--- config.mk ---
export PLATFORM = sky130hd
export DESIGN_NAME = frame_ring_slot_manager
export DESIGN_NICKNAME = d
export VERILOG_FILES = /design/src/rtl/frs_pkg.sv /design/src/rtl/frame_ring_slot_manager.sv /design/src/rtl/frs_cfg.sv /design/src/rtl/frs_core.sv
export SDC_FILE = /design/constraint.sdc
export NUM_CORES = 1
export LEC_CHECK = 0
export BUFFER_PORTS_ARGS = -buffer_cell sky130_fd_sc_hd__buf_4
export CORE_AREA = 10 10 200 202
export CTS_BUF_LIST = sky130_fd_sc_hd__clkbuf_8
export DETAILED_ROUTE_END_ITERATION = 6
export DIE_AREA = 0 0 210 212
export PLACE_DENSITY = 0.66
export SYNTH_ARGS = -nofsm -noshare
export SYNTH_HDL_FRONTEND = slang
export SYNTH_SLANG_ARGS = --single-unit
--- constraint.sdc ---
create_clock -name clk -period 11.8 [get_ports clk]
set_input_delay 1.77 -clock clk [delete_from_list [all_inputs] [get_ports clk]]
set_output_delay 1.77 -clock clk [all_outputs]
set_load 0.02 [all_outputs]
--- src/rtl/frs_pkg.sv ---
// ----------------------------------------------------------------------------
// Frame ring slot manager package
// Shared codes, field widths and the configuration control word.
// ----------------------------------------------------------------------------
package frs_pkg;

  localparam int CFG_W       = 11;
  localparam int CFG_IDX_W   = 2;
  localparam int SLOTS_CFG_W = 7;
  localparam int FRAME_CFG_W = 11;
  localparam int BSIZE_W     = 5;
  localparam int BATCH_W     = 16;
  localparam int ADDR_W      = 16;
  localparam int CNT_W       = 32;

  localparam logic [SLOTS_CFG_W-1:0] SLOTS_RST = SLOTS_CFG_W'(2);
  localparam logic [FRAME_CFG_W-1:0] FRAME_RST = FRAME_CFG_W'(320);
  localparam logic [BSIZE_W-1:0]     BSIZE_RST = BSIZE_W'(4);

  typedef enum logic [1:0] {
    CMD_DMA     = 2'd0,
    CMD_READ    = 2'd1,
    CMD_RESTART = 2'd2,
    CMD_NONE    = 2'd3
  } cmd_t;

  typedef enum logic [1:0] {
    ST_FRAME  = 2'd0,
    ST_EMPTY  = 2'd1,
    ST_OFF    = 2'd2,
    ST_NOREAD = 2'd3
  } status_t;

  typedef enum logic [CFG_IDX_W-1:0] {
    REG_ENABLE = 2'd0,
    REG_SLOTS  = 2'd1,
    REG_FRAME  = 2'd2,
    REG_BATCH  = 2'd3
  } cfg_idx_t;

  typedef struct packed {
    logic               enable;
    logic               geom_wr;
    logic [BSIZE_W-1:0] batch;
  } cfg_ctrl_t;

endpackage

--- src/rtl/frame_ring_slot_manager.sv ---
// ----------------------------------------------------------------------------
// Frame ring slot manager
// Slot bookkeeping for a ring of audio frames shared by a DMA producer and a
// consumer: fill and read slots, read tokens, overrun skips and faults.
// ----------------------------------------------------------------------------
// One command word is taken on any cycle with start high; busy stays low, so
// a word can be issued every clock. Each word yields exactly one result,
// shown for one cycle with out_valid starting at the clock edge after the
// word is taken: the taking edge loads the input register, the next edge
// loads the result register through the update logic. The result cannot be
// held off, so the receiver must take it in that cycle. Configuration writes
// take effect at the next edge; the user must issue them only while no word
// is in flight, which the block itself does not enforce. A write of
// ring_enable, ring_slots or frame_samples returns all three heads to slot zero.
// ----------------------------------------------------------------------------
module frame_ring_slot_manager #(
  parameter int MAX_SLOTS   = 64,
  parameter int TOKEN_LIMIT = 16,
  parameter int MAX_FRAME   = 1024
) (
  input  logic                                 clk,
  input  logic                                 rst_n,
  input  logic                                 start,
  output logic                                 busy,
  input  logic [1:0]                           in_command,
  input  logic                                 in_released,
  input  logic                                 in_requested,
  input  logic                                 in_fault,
  output logic                                 out_valid,
  output logic                                 out_fill_valid,
  output logic [$clog2(MAX_SLOTS)-1:0]         out_fill_slot,
  output logic [frs_pkg::ADDR_W-1:0]           out_fill_address,
  output logic [1:0]                           out_read_status,
  output logic [$clog2(MAX_SLOTS)-1:0]         out_read_slot,
  output logic [frs_pkg::ADDR_W-1:0]           out_read_address,
  output logic [$clog2(MAX_FRAME+1)-1:0]       out_frame_length,
  output logic                                 out_overrun_skip,
  output logic                                 out_restart_needed,
  output logic [frs_pkg::CNT_W-1:0]            out_fault_total,
  output logic [frs_pkg::CNT_W-1:0]            out_overrun_total,
  output logic [$clog2(TOKEN_LIMIT+1)-1:0]     out_tokens_left,
  input  logic                                 cfg_we,
  input  logic [frs_pkg::CFG_IDX_W-1:0]        cfg_index,
  input  logic [frs_pkg::CFG_W-1:0]            cfg_data
);
  import frs_pkg::*;

  localparam int SLOT_W = $clog2(MAX_SLOTS);
  localparam int NS_W   = SLOT_W + 1;
  localparam int FRM_W  = $clog2(MAX_FRAME + 1);
  localparam int TOK_W  = $clog2(TOKEN_LIMIT + 1);

  logic             in_vld_r;
  logic [1:0]       cmd_r;
  logic             rel_r, req_r, flt_r;

  cfg_ctrl_t        ctrl;
  logic [NS_W-1:0]  n_slots;
  logic [FRM_W-1:0] frame_len;

  logic              r_fill_valid;
  logic [SLOT_W-1:0] r_fill_slot;
  logic [ADDR_W-1:0] r_fill_address;
  logic [1:0]        r_read_status;
  logic [SLOT_W-1:0] r_read_slot;
  logic [ADDR_W-1:0] r_read_address;
  logic [FRM_W-1:0]  r_frame_length;
  logic              r_overrun_skip;
  logic              r_restart_needed;
  logic [CNT_W-1:0]  r_fault_total;
  logic [CNT_W-1:0]  r_overrun_total;
  logic [TOK_W-1:0]  r_tokens_left;

  assign busy = 1'b0;

  always_ff @(posedge clk) begin
    if (!rst_n) begin
      in_vld_r <= 1'b0;
    end else begin
      in_vld_r <= start && !busy;
    end
  end

  always_ff @(posedge clk) begin
    if (start && !busy) begin
      cmd_r <= in_command;
      rel_r <= in_released;
      req_r <= in_requested;
      flt_r <= in_fault;
    end
  end

  frs_cfg #(
    .MAX_SLOTS (MAX_SLOTS),
    .MAX_FRAME (MAX_FRAME)
  ) u_cfg (
    .clk       (clk),
    .rst_n     (rst_n),
    .cfg_we    (cfg_we),
    .cfg_index (cfg_index),
    .cfg_data  (cfg_data),
    .ctrl      (ctrl),
    .n_slots   (n_slots),
    .frame_len (frame_len)
  );

  frs_core #(
    .MAX_SLOTS   (MAX_SLOTS),
    .TOKEN_LIMIT (TOKEN_LIMIT),
    .MAX_FRAME   (MAX_FRAME)
  ) u_core (
    .clk                (clk),
    .rst_n              (rst_n),
    .item_vld           (in_vld_r),
    .cmd                (cmd_r),
    .rel                (rel_r),
    .req                (req_r),
    .flt                (flt_r),
    .ctrl               (ctrl),
    .n_slots            (n_slots),
    .frame_len          (frame_len),
    .res_fill_valid     (r_fill_valid),
    .res_fill_slot      (r_fill_slot),
    .res_fill_address   (r_fill_address),
    .res_read_status    (r_read_status),
    .res_read_slot      (r_read_slot),
    .res_read_address   (r_read_address),
    .res_frame_length   (r_frame_length),
    .res_overrun_skip   (r_overrun_skip),
    .res_restart_needed (r_restart_needed),
    .res_fault_total    (r_fault_total),
    .res_overrun_total  (r_overrun_total),
    .res_tokens_left    (r_tokens_left)
  );

  always_ff @(posedge clk) begin
    if (!rst_n) begin
      out_valid <= 1'b0;
    end else begin
      out_valid <= in_vld_r;
    end
  end

  always_ff @(posedge clk) begin
    if (in_vld_r) begin
      out_fill_valid     <= r_fill_valid;
      out_fill_slot      <= r_fill_slot;
      out_fill_address   <= r_fill_address;
      out_read_status    <= r_read_status;
      out_read_slot      <= r_read_slot;
      out_read_address   <= r_read_address;
      out_frame_length   <= r_frame_length;
      out_overrun_skip   <= r_overrun_skip;
      out_restart_needed <= r_restart_needed;
      out_fault_total    <= r_fault_total;
      out_overrun_total  <= r_overrun_total;
      out_tokens_left    <= r_tokens_left;
    end
  end

endmodule

--- src/rtl/frs_cfg.sv ---
// ----------------------------------------------------------------------------
// Frame ring configuration registers
// Holds the ring registers, saturates them to legal values and flags
// geometry writes.
// ----------------------------------------------------------------------------
module frs_cfg #(
  parameter int MAX_SLOTS = 64,
  parameter int MAX_FRAME = 1024
) (
  input  logic                                 clk,
  input  logic                                 rst_n,
  input  logic                                 cfg_we,
  input  logic [frs_pkg::CFG_IDX_W-1:0]        cfg_index,
  input  logic [frs_pkg::CFG_W-1:0]            cfg_data,
  output frs_pkg::cfg_ctrl_t                   ctrl,
  output logic [$clog2(MAX_SLOTS):0]           n_slots,
  output logic [$clog2(MAX_FRAME+1)-1:0]       frame_len
);
  import frs_pkg::*;

  localparam int NS_W  = $clog2(MAX_SLOTS) + 1;
  localparam int FRM_W = $clog2(MAX_FRAME + 1);

  logic                   enable_r, enable_nxt;
  logic [SLOTS_CFG_W-1:0] slots_r, slots_nxt;
  logic [FRAME_CFG_W-1:0] frame_r, frame_nxt;
  logic [BSIZE_W-1:0]     bsize_r, bsize_nxt;
  logic                   geom_wr;

  always_comb begin
    enable_nxt = enable_r;
    slots_nxt  = slots_r;
    frame_nxt  = frame_r;
    bsize_nxt  = bsize_r;
    geom_wr    = 1'b0;
    if (cfg_we) begin
      unique case (cfg_idx_t'(cfg_index))
        REG_ENABLE: begin
          enable_nxt = cfg_data[0];
          geom_wr    = 1'b1;
        end
        REG_SLOTS: begin
          slots_nxt = cfg_data[SLOTS_CFG_W-1:0];
          geom_wr   = 1'b1;
        end
        REG_FRAME: begin
          frame_nxt = cfg_data[FRAME_CFG_W-1:0];
          geom_wr   = 1'b1;
        end
        REG_BATCH: begin
          bsize_nxt = cfg_data[BSIZE_W-1:0];
        end
        default: ;
      endcase
    end
  end

  always_ff @(posedge clk) begin
    if (!rst_n) begin
      enable_r <= 1'b0;
      slots_r  <= SLOTS_RST;
      frame_r  <= FRAME_RST;
      bsize_r  <= BSIZE_RST;
    end else begin
      enable_r <= enable_nxt;
      slots_r  <= slots_nxt;
      frame_r  <= frame_nxt;
      bsize_r  <= bsize_nxt;
    end
  end

  always_comb begin
    if (slots_r < SLOTS_CFG_W'(2)) begin
      n_slots = NS_W'(2);
    end else if (32'(slots_r) > MAX_SLOTS) begin
      n_slots = NS_W'(MAX_SLOTS);
    end else begin
      n_slots = NS_W'(slots_r);
    end
    if (frame_r == '0) begin
      frame_len = FRM_W'(1);
    end else if (32'(frame_r) > MAX_FRAME) begin
      frame_len = FRM_W'(MAX_FRAME);
    end else begin
      frame_len = FRM_W'(frame_r);
    end
  end

  assign ctrl.enable  = enable_r;
  assign ctrl.geom_wr = geom_wr;
  assign ctrl.batch   = (bsize_r == '0) ? BSIZE_W'(1) : bsize_r;

endmodule

--- src/rtl/frs_core.sv ---
// ----------------------------------------------------------------------------
// Frame ring slot manager core
// Ring heads, batch counter, token pool and counters, with the update and
// result logic for one registered word.
// ----------------------------------------------------------------------------
module frs_core #(
  parameter int MAX_SLOTS   = 64,
  parameter int TOKEN_LIMIT = 16,
  parameter int MAX_FRAME   = 1024
) (
  input  logic                                  clk,
  input  logic                                  rst_n,
  input  logic                                  item_vld,
  input  logic [1:0]                            cmd,
  input  logic                                  rel,
  input  logic                                  req,
  input  logic                                  flt,
  input  frs_pkg::cfg_ctrl_t                    ctrl,
  input  logic [$clog2(MAX_SLOTS):0]            n_slots,
  input  logic [$clog2(MAX_FRAME+1)-1:0]        frame_len,
  output logic                                  res_fill_valid,
  output logic [$clog2(MAX_SLOTS)-1:0]          res_fill_slot,
  output logic [frs_pkg::ADDR_W-1:0]            res_fill_address,
  output logic [1:0]                            res_read_status,
  output logic [$clog2(MAX_SLOTS)-1:0]          res_read_slot,
  output logic [frs_pkg::ADDR_W-1:0]            res_read_address,
  output logic [$clog2(MAX_FRAME+1)-1:0]        res_frame_length,
  output logic                                  res_overrun_skip,
  output logic                                  res_restart_needed,
  output logic [frs_pkg::CNT_W-1:0]             res_fault_total,
  output logic [frs_pkg::CNT_W-1:0]             res_overrun_total,
  output logic [$clog2(TOKEN_LIMIT+1)-1:0]      res_tokens_left
);
  import frs_pkg::*;

  localparam int SLOT_W = $clog2(MAX_SLOTS);
  localparam int NS_W   = SLOT_W + 1;
  localparam int LAG_W  = NS_W + 1;
  localparam int FRM_W  = $clog2(MAX_FRAME + 1);
  localparam int TOK_W  = $clog2(TOKEN_LIMIT + 1);
  localparam int SUM_W  = ((TOK_W > BSIZE_W) ? TOK_W : BSIZE_W) + 1;
  localparam int MUL_W  = (SLOT_W + FRM_W > ADDR_W) ? SLOT_W + FRM_W : ADDR_W;

  logic [SLOT_W-1:0]  fill_r, fill_nxt;
  logic [SLOT_W-1:0]  done_r, done_nxt;
  logic [SLOT_W-1:0]  cons_r, cons_nxt;
  logic [BATCH_W-1:0] batch_r, batch_nxt;
  logic [TOK_W-1:0]   tok_r, tok_nxt;
  logic               restart_r, restart_nxt;
  logic [CNT_W-1:0]   fault_r, fault_nxt;
  logic [CNT_W-1:0]   skip_r, skip_nxt;

  logic [NS_W-1:0]    fill_inc, cons_inc, n_m1;
  logic [SLOT_W-1:0]  fill_step, cons_step, skip_slot, rd_slot;
  logic [LAG_W-1:0]   latest_x, nx_x, lag;
  logic               near_lap;
  logic [BATCH_W-1:0] batch_inc;
  logic [SUM_W-1:0]   tok_sum;
  logic [TOK_W-1:0]   tok_grant;
  logic [MUL_W-1:0]   fill_prod, read_prod;

  // advance heads with compare-and-wrap
  assign fill_inc  = NS_W'(fill_r) + NS_W'(1);
  assign cons_inc  = NS_W'(cons_r) + NS_W'(1);
  assign fill_step = (fill_inc >= n_slots) ? '0 : fill_inc[SLOT_W-1:0];
  assign cons_step = (cons_inc >= n_slots) ? '0 : cons_inc[SLOT_W-1:0];
  assign n_m1      = n_slots - NS_W'(1);

  assign latest_x  = LAG_W'(done_r);
  assign nx_x      = LAG_W'(cons_step);
  assign lag       = (latest_x >= nx_x) ? (latest_x - nx_x)
                                        : (latest_x + LAG_W'(n_slots) - nx_x);
  assign near_lap  = (lag >= LAG_W'(n_m1));
  assign skip_slot = (done_r == '0) ? n_m1[SLOT_W-1:0] : (done_r - SLOT_W'(1));
  assign rd_slot   = near_lap ? skip_slot : cons_step;

  assign fill_prod = MUL_W'(fill_step) * MUL_W'(frame_len);
  assign read_prod = MUL_W'(rd_slot) * MUL_W'(frame_len);

  assign batch_inc = batch_r + BATCH_W'(1);
  assign tok_sum   = SUM_W'(tok_r) + SUM_W'(ctrl.batch);
  assign tok_grant = (32'(tok_sum) > TOKEN_LIMIT) ? TOK_W'(TOKEN_LIMIT)
                                                  : tok_sum[TOK_W-1:0];

  always_comb begin
    fill_nxt         = fill_r;
    done_nxt         = done_r;
    cons_nxt         = cons_r;
    batch_nxt        = batch_r;
    tok_nxt          = tok_r;
    restart_nxt      = restart_r;
    fault_nxt        = fault_r;
    skip_nxt         = skip_r;
    res_fill_valid   = 1'b0;
    res_fill_slot    = '0;
    res_fill_address = '0;
    res_read_status  = ST_NOREAD;
    res_read_slot    = '0;
    res_read_address = '0;
    res_frame_length = '0;
    res_overrun_skip = 1'b0;
    if (item_vld) begin
      unique case (cmd_t'(cmd))
        CMD_DMA: begin
          if (flt) begin
            fault_nxt   = fault_r + CNT_W'(1);
            restart_nxt = 1'b1;
          end else begin
            if (rel) begin
              if (ctrl.enable) begin
                done_nxt = fill_r;
              end
              if (batch_inc >= BATCH_W'(ctrl.batch)) begin
                batch_nxt = '0;
                tok_nxt   = tok_grant;
              end else begin
                batch_nxt = batch_inc;
              end
            end
            if (req && ctrl.enable) begin
              fill_nxt         = fill_step;
              res_fill_valid   = 1'b1;
              res_fill_slot    = fill_step;
              res_fill_address = fill_prod[ADDR_W-1:0];
            end
          end
        end
        CMD_READ: begin
          if (!ctrl.enable) begin
            res_read_status = ST_OFF;
          end else if (tok_r == '0) begin
            res_read_status = ST_EMPTY;
          end else begin
            tok_nxt          = tok_r - TOK_W'(1);
            cons_nxt         = rd_slot;
            res_read_status  = ST_FRAME;
            res_read_slot    = rd_slot;
            res_read_address = read_prod[ADDR_W-1:0];
            res_frame_length = frame_len;
            if (near_lap) begin
              skip_nxt         = skip_r + CNT_W'(1);
              res_overrun_skip = 1'b1;
            end
          end
        end
        CMD_RESTART: begin
          fill_nxt    = '0;
          done_nxt    = '0;
          cons_nxt    = '0;
          tok_nxt     = '0;
          batch_nxt   = '0;
          restart_nxt = 1'b0;
        end
        default: ;
      endcase
    end
    // drop heads on a ring geometry write
    if (ctrl.geom_wr) begin
      fill_nxt = '0;
      done_nxt = '0;
      cons_nxt = '0;
    end
  end

  assign res_restart_needed = restart_nxt;
  assign res_fault_total    = fault_nxt;
  assign res_overrun_total  = skip_nxt;
  assign res_tokens_left    = tok_nxt;

  always_ff @(posedge clk) begin
    if (!rst_n) begin
      fill_r    <= '0;
      done_r    <= '0;
      cons_r    <= '0;
      batch_r   <= '0;
      tok_r     <= '0;
      restart_r <= 1'b0;
      fault_r   <= '0;
      skip_r    <= '0;
    end else begin
      fill_r    <= fill_nxt;
      done_r    <= done_nxt;
      cons_r    <= cons_nxt;
      batch_r   <= batch_nxt;
      tok_r     <= tok_nxt;
      restart_r <= restart_nxt;
      fault_r   <= fault_nxt;
      skip_r    <= skip_nxt;
    end
  end

endmodule
# ---- Yosys cells after proc, flatten, opt, wreduce, memory -nomap -nowiden
# Cells that the tools add are included.
dict set report totals {
  elab_cells 142
  out_inout_bits 131
  reg_bits 264
}
dict set report op_classes {
  addsub 12
  n_mul 2
  muxes 49
  reduce_logical 23
  n_lt_le_gt_ge 9
  n_bitwise 5
  eq_ne 11
}
# operator n
set ops {}
lappend ops {{32-bit two-way mux} 8}
lappend ops {{6-bit two-way mux} 11}
lappend ops {{32-bit by 1-bit adder with 32-bit output, second input constant} 2}
lappend ops {{16-bit two-way mux} 3}
lappend ops {{5-bit two-way mux} 8}
lappend ops {{6-bit case mux with 2 select lines} 3}
lappend ops {{6-bit by 11-bit multiplier with 16-bit output} 2}
lappend ops {{16-bit case mux with 2 select lines} 1}
lappend ops {{11-bit two-way mux} 2}
lappend ops {{16-bit by 1-bit adder with 16-bit output, second input constant} 1}
lappend ops {{16-bit by 5-bit greater-or-equal comparator with 1-bit output} 1}
lappend ops {{5-bit case mux with 3 select lines} 1}
lappend ops {{6-bit by 1-bit adder with 7-bit output, second input constant} 2}
lappend ops {{7-bit greater-or-equal comparator} 2}
lappend ops {{7-bit two-way mux} 2}
lappend ops {{4-bit AND reduction} 3}
lappend ops {{11-bit > comparator, second input constant} 1}
lappend ops {{11-bit zero test} 1}
lappend ops {{5-bit zero test} 2}
lappend ops {{2-bit inequality test, second input constant} 5}
lappend ops {{2-bit AND reduction} 5}
lappend ops {{3-bit OR reduction} 3}
lappend ops {{6-bit by 7-bit adder with 8-bit output} 1}
lappend ops {{8-bit by 7-bit greater-or-equal comparator with 1-bit output} 1}
lappend ops {{other kinds (23)} 40}

# ---- Longest topological paths before layout
dict set report depth {
  depth_word 13
  ltp_mapped 45
}

# ---- Modules after synthesis
# From an unflattened synthesis, not the netlist that was laid out.
dict set report unflattened {
  hier_cells 1618
  hier_area_um2 16387.0
}
# module seq_area_each_um2 instances cells_each area_per_inst_um2
set modules_own_cells {}
lappend modules_own_cells {frs_core 2082.0 1 1350 11177.0}
lappend modules_own_cells {frame_ring_slot_manager 4063.9 1 140 4087.7}
lappend modules_own_cells {frs_cfg 480.5 1 128 1122.3}

# ---- Worst setup path after synthesis
# Ideal clock, no wire load.
dict set report synth_timing {
  path_type {reg-to-reg}
  from {register u_cfg.slots_r[3]}
  to {register out_read_address[15] (netlist name) (data pin)}
  arrival_time_ps 9036
  stages_incl_launch_ff 42
  t_required_ps 11660
  setup_slack_ps 2625
  n_path_buf 1
  path_cell_list {dfxtp_1 > nor4_1 > nand2b_1 > and3_1 > ha_1 > nor2b_1 > o21ai_0 > a21o_1 > a21o_1 > nor2b_1 > fa_1 > inv_1 > ha_1 > nor2b_1 > o21ai_0 > nand2b_1 > a21o_1 > a21oi_1 > (+6 left out) > nand2_1 > mux2i_1 > clkbuf_1 > nor2_1 > fa_1 > fa_1 > inv_1 > fa_1 > inv_1 > ha_1 > o21ai_0 > o21a_1 > o21ai_0 > a211oi_1 > o21bai_1 > a21oi_1 > xnor3_1 > nor2_1}
}
dict set report synth_between {
  elab_chain_len 10
}
# element line_no
set synth_lines {}
lappend synth_lines {{from (decl)} frs_cfg.sv:25} ;# logic [SLOTS_CFG_W-1:0] slots_r, slots_nxt;
lappend synth_lines {{from (signal assigned)} frs_cfg.sv:66} ;# slots_r <= slots_nxt;
lappend synth_lines {{7-bit > comparator} frs_cfg.sv:75} ;# end else if (32'(slots_r) > MAX_SLOTS) begin
lappend synth_lines {{7-bit two-way mux} frs_cfg.sv:75}
lappend synth_lines {{7-bit two-way mux (*)} frs_cfg.sv:73} ;# if (slots_r < SLOTS_CFG_W'(2)) begin
lappend synth_lines {{7-bit greater-or-equal comparator} frs_core.sv:66} ;# assign cons_step = (cons_inc >= n_slots) ? '0 : cons_inc[SLOT_W-1:0];
lappend synth_lines {{6-bit two-way mux} frs_core.sv:66}
lappend synth_lines {{8-bit by 6-bit subtractor with 8-bit output (tied with other cells)} frs_core.sv:72} ;# : (latest_x + LAG_W'(n_slots) - nx_x);
lappend synth_lines {{8-bit two-way mux} frs_core.sv:71} ;# assign lag = (latest_x >= nx_x) ? (latest_x - nx_x)
lappend synth_lines {{8-bit by 7-bit greater-or-equal comparator with 1-bit output} frs_core.sv:73} ;# assign near_lap = (lag >= LAG_W'(n_m1));
lappend synth_lines {{6-bit two-way mux (*)} frs_core.sv:75} ;# assign rd_slot = near_lap ? skip_slot : cons_step;
lappend synth_lines {{6-bit by 11-bit multiplier with 16-bit output (*)} frs_core.sv:78} ;# assign read_prod = MUL_W'(rd_slot) * MUL_W'(frame_len);
lappend synth_lines {{to (signal assigned)} frame_ring_slot_manager.sv:151} ;# out_read_address <= r_read_address;
lappend synth_lines {{to (decl)} frame_ring_slot_manager.sv:35} ;# output logic [frs_pkg::ADDR_W-1:0] out_read_address,
# Every way passes the cells marked *; elsewhere a longest branch is shown, timed or not.
# A chain may end at the register's enable or synchronous reset.

# ---- Final worst setup path
# Ends and elaborated chain as after synthesis.

==> results.toml <==
[clock_tree]
cts_tree = "yes"
cts_buffers = 45
clock_latency_ps = 600
postCtsSetupBuffers = 0
cts_buffer_depth = 3
cts_resized = 0
cts_sinks = 264
cts_root_buf = "clkbuf_8"
h-tree-depth = 2
cts_hold_buf = 0
clk_pin_slew_worst_paths_ps = 60

[critical_path]
critPathKind = "register to register"
critPathBufInv = 3
reg2reg_depth = 39
critical_path.slowest_cell = "fa_1"
worstSetupPathDepth = 39
arrival_ps = 10750
critPathCaptureType = "register"
critPathMaxStageDelay_ps = 550
cp_max_fo = 13
crit_top_cell = "o21ai_0"
path_delay_family = "compound AO/OA/AOI/OAI gates"
required_ps = 12250
critPathLaunchType = "register"
rrSetupSlack_ps = 1500

[route]
wl_mm = 39.3
vias_per_cell = 5.22
remaining_drc_errors = 0
num_vias = 12035
antenna_left = 0
drt_iter0_markers = 751
wl_per_cell_um = 17.1
dr.pass1.iters = 5

[logic_synthesis]
synth_cell_types = 72
ys_seq_elements = 264
ys_warn_count = 0
syn_inst = 1640
ys_async_sr_fraction = 0
avgSynthCellArea_sq_um = 9.78
netlist_area_sq_um = 16000
synth_edf_count = 134
ys_seq_area_frac = 0.413
syn-num-nets = 1842
ys.flop_type = "edfxtp_1"

[global_route]
grt_max_degree = 90
gr-usage-all-layers = 0.176
grt_pass1_wl_mm = 64.1
grt_pass1_vias = 11941
overflow = 0
antenna_found_initial = 0

[sta]
holdWs_ps = 472
finalWorstSetupSlack_ps = 1500
max_freq_mhz = 97.1
rsz0062_at_grt = "no"
drv_slew = 0
worstMarginPinSlew_ps = 1080
final_hold_viol_count = 0
min_period_ps = 10300
fin_setup_tns_ps = 0
finalCritPeriodShare = 0.873
skew_ps = 41.0
timing.slew.headroom = 0.279
setup_viol = 0

[cells_and_area]
final_nets = 2003
layout_commonest_cell = "nor2_1"
final_util = 0.517
antenna_cells = 0
drive_gt1_frac = 0.143
layout_common_cells = "nor2_1 (186), nand2_1 (164), buf_4 (163)"
fin_cells = 2305
syn2layout_area_growth_pct = 16.4
final_area_sq_um = 18700
nFillCells = 3317

[floorplan]
std_cell_rows = 70
fp.dieArea_sq_um = 44500
die_w_um = 210
core_area_sq_um = 36100
initial_utilization = 0.444
pin_count = 153
die_y_um = 212

[hold_path]
hold_path_depth = 2
hp-class = "register to register"

[power]
leakagePower_nw = 8.26
p_per_area_nw_per_um2 = 116
peakVddDrop_mv = 0.0700
total_power_mw = 2.17

[flow_run]
maxCapViolations = 0

[placement]
post_dp_cell_area_sq_um = 17700
hpwl_mm = 29.7
dp_slack_ps = 1510
place_congestion = 0.898
port_buffers = 151
dp_cells = 2222

[run_status]
status = "finished, final reports clean"
## layer usage
layer | GRT usage | wire length [um]
met1 | 0.230 | 17900
met2 | 0.284 | 18400
met3 | 0.0427 | 2290
met4 | 0.0501 | 792
met5 | 0 | 0
## sequential cells by signal, indices dropped and copies added, names as in the netlist, 7 cells and up
register,flops
out_fault_total,32
out_overrun_total,32
u_core.fault_r,32
u_core.skip_r,32
out_fill_address,16
out_read_address,16
u_core.batch_r,16
out_frame_length,11
u_cfg.frame_r,11
u_cfg.slots_r,7
## final timing paths
check,from,endpoint
setup / recovery,u_cfg.slots_r[3],out_read_address[15]
hold / removal,u_cfg.frame_r[0],u_cfg.frame_r[0]
setup reg to reg,u_cfg.slots_r[3],out_read_address[15]
hold reg to reg,u_cfg.frame_r[0],u_cfg.frame_r[0]
## area by class of cell
cell class                      count  area [sq um]  area share
Clock buffer                       48           661      0.0354
Clock inverter                     35           348      0.0186
Inverter                          146           548      0.0294
Multi-Input combinational cell   1181          8670       0.465
Sequential cell                   264          6630       0.355
Tap cell                          468           586      0.0314
Timing Repair Buffer              163          1220      0.0655
## synthesized netlist by cell type (3+ instances only)
cell type,number,share of area
xnor2_1,66,0.036
o211ai_1,3,0.0014
nand2b_1,24,0.0094
a41oi_1,3,0.0016
a22oi_1,7,0.0033
a211oi_1,10,0.0047
nor4_1,10,0.0039
mux2_2,4,0.0028
mux2i_1,24,0.015
nor3b_1,5,0.0023
or3_1,9,0.0035
a31oi_1,8,0.0031
or2_2,11,0.0043
or4_1,3,0.0014
edfxtp_1,134,0.25
ha_1,100,0.078
nand3_1,56,0.017
xor2_1,48,0.026
nand2_1,164,0.038
and2_1,84,0.033
o21bai_1,4,0.0019
o21ai_1,4,0.0012
o21a_1,3,0.0014
o31ai_1,3,0.0014
fa_1,80,0.10
o41ai_1,4,0.0022
clkbuf_1,45,0.011
nand4_1,12,0.0047
nor3_1,27,0.0084
nor4b_1,3,0.0016
nor2b_1,21,0.0082
dfxtp_1,130,0.16
a21o_1,22,0.010
o21ai_0,36,0.011
inv_1,143,0.033
a21oi_1,55,0.017
a21boi_0,3,0.0014
and3_1,44,0.017
a2bb2oi_1,6,0.0033
nor2_1,186,0.044
## power breakdown
group	internal, mW	leakage (nW)	switching (mW)
combinational	0.0969	5.44	0.161
sequential	0.984	2.27	0.0154
clock	0.520	0.552	0.395
## logic make-up after synthesis
family                   Yosys count  synth area share
multiplexers                      28            0.0178
AO/OA/AOI/OAI                    185            0.0740
AND/OR/NAND/NOR                  672             0.207
adder cells (fa/ha/maj)          180             0.178
buffers and inverters            195            0.0460
XOR/XNOR                         115            0.0637
flip-flops                       264             0.413
other                              1          0.000234
## worst register-to-register path: cells and delay by family, from the launching register on
kind            cells  cell delay, ps
flops               1             350
fa+ha+maj           8            3290
mux                 1             190
buf+inv             3             320
compound gates     17            3570
simple gates        8            1890
xor+xnor            2             540
No activity file was read; power rests on OpenSTA's default activity.
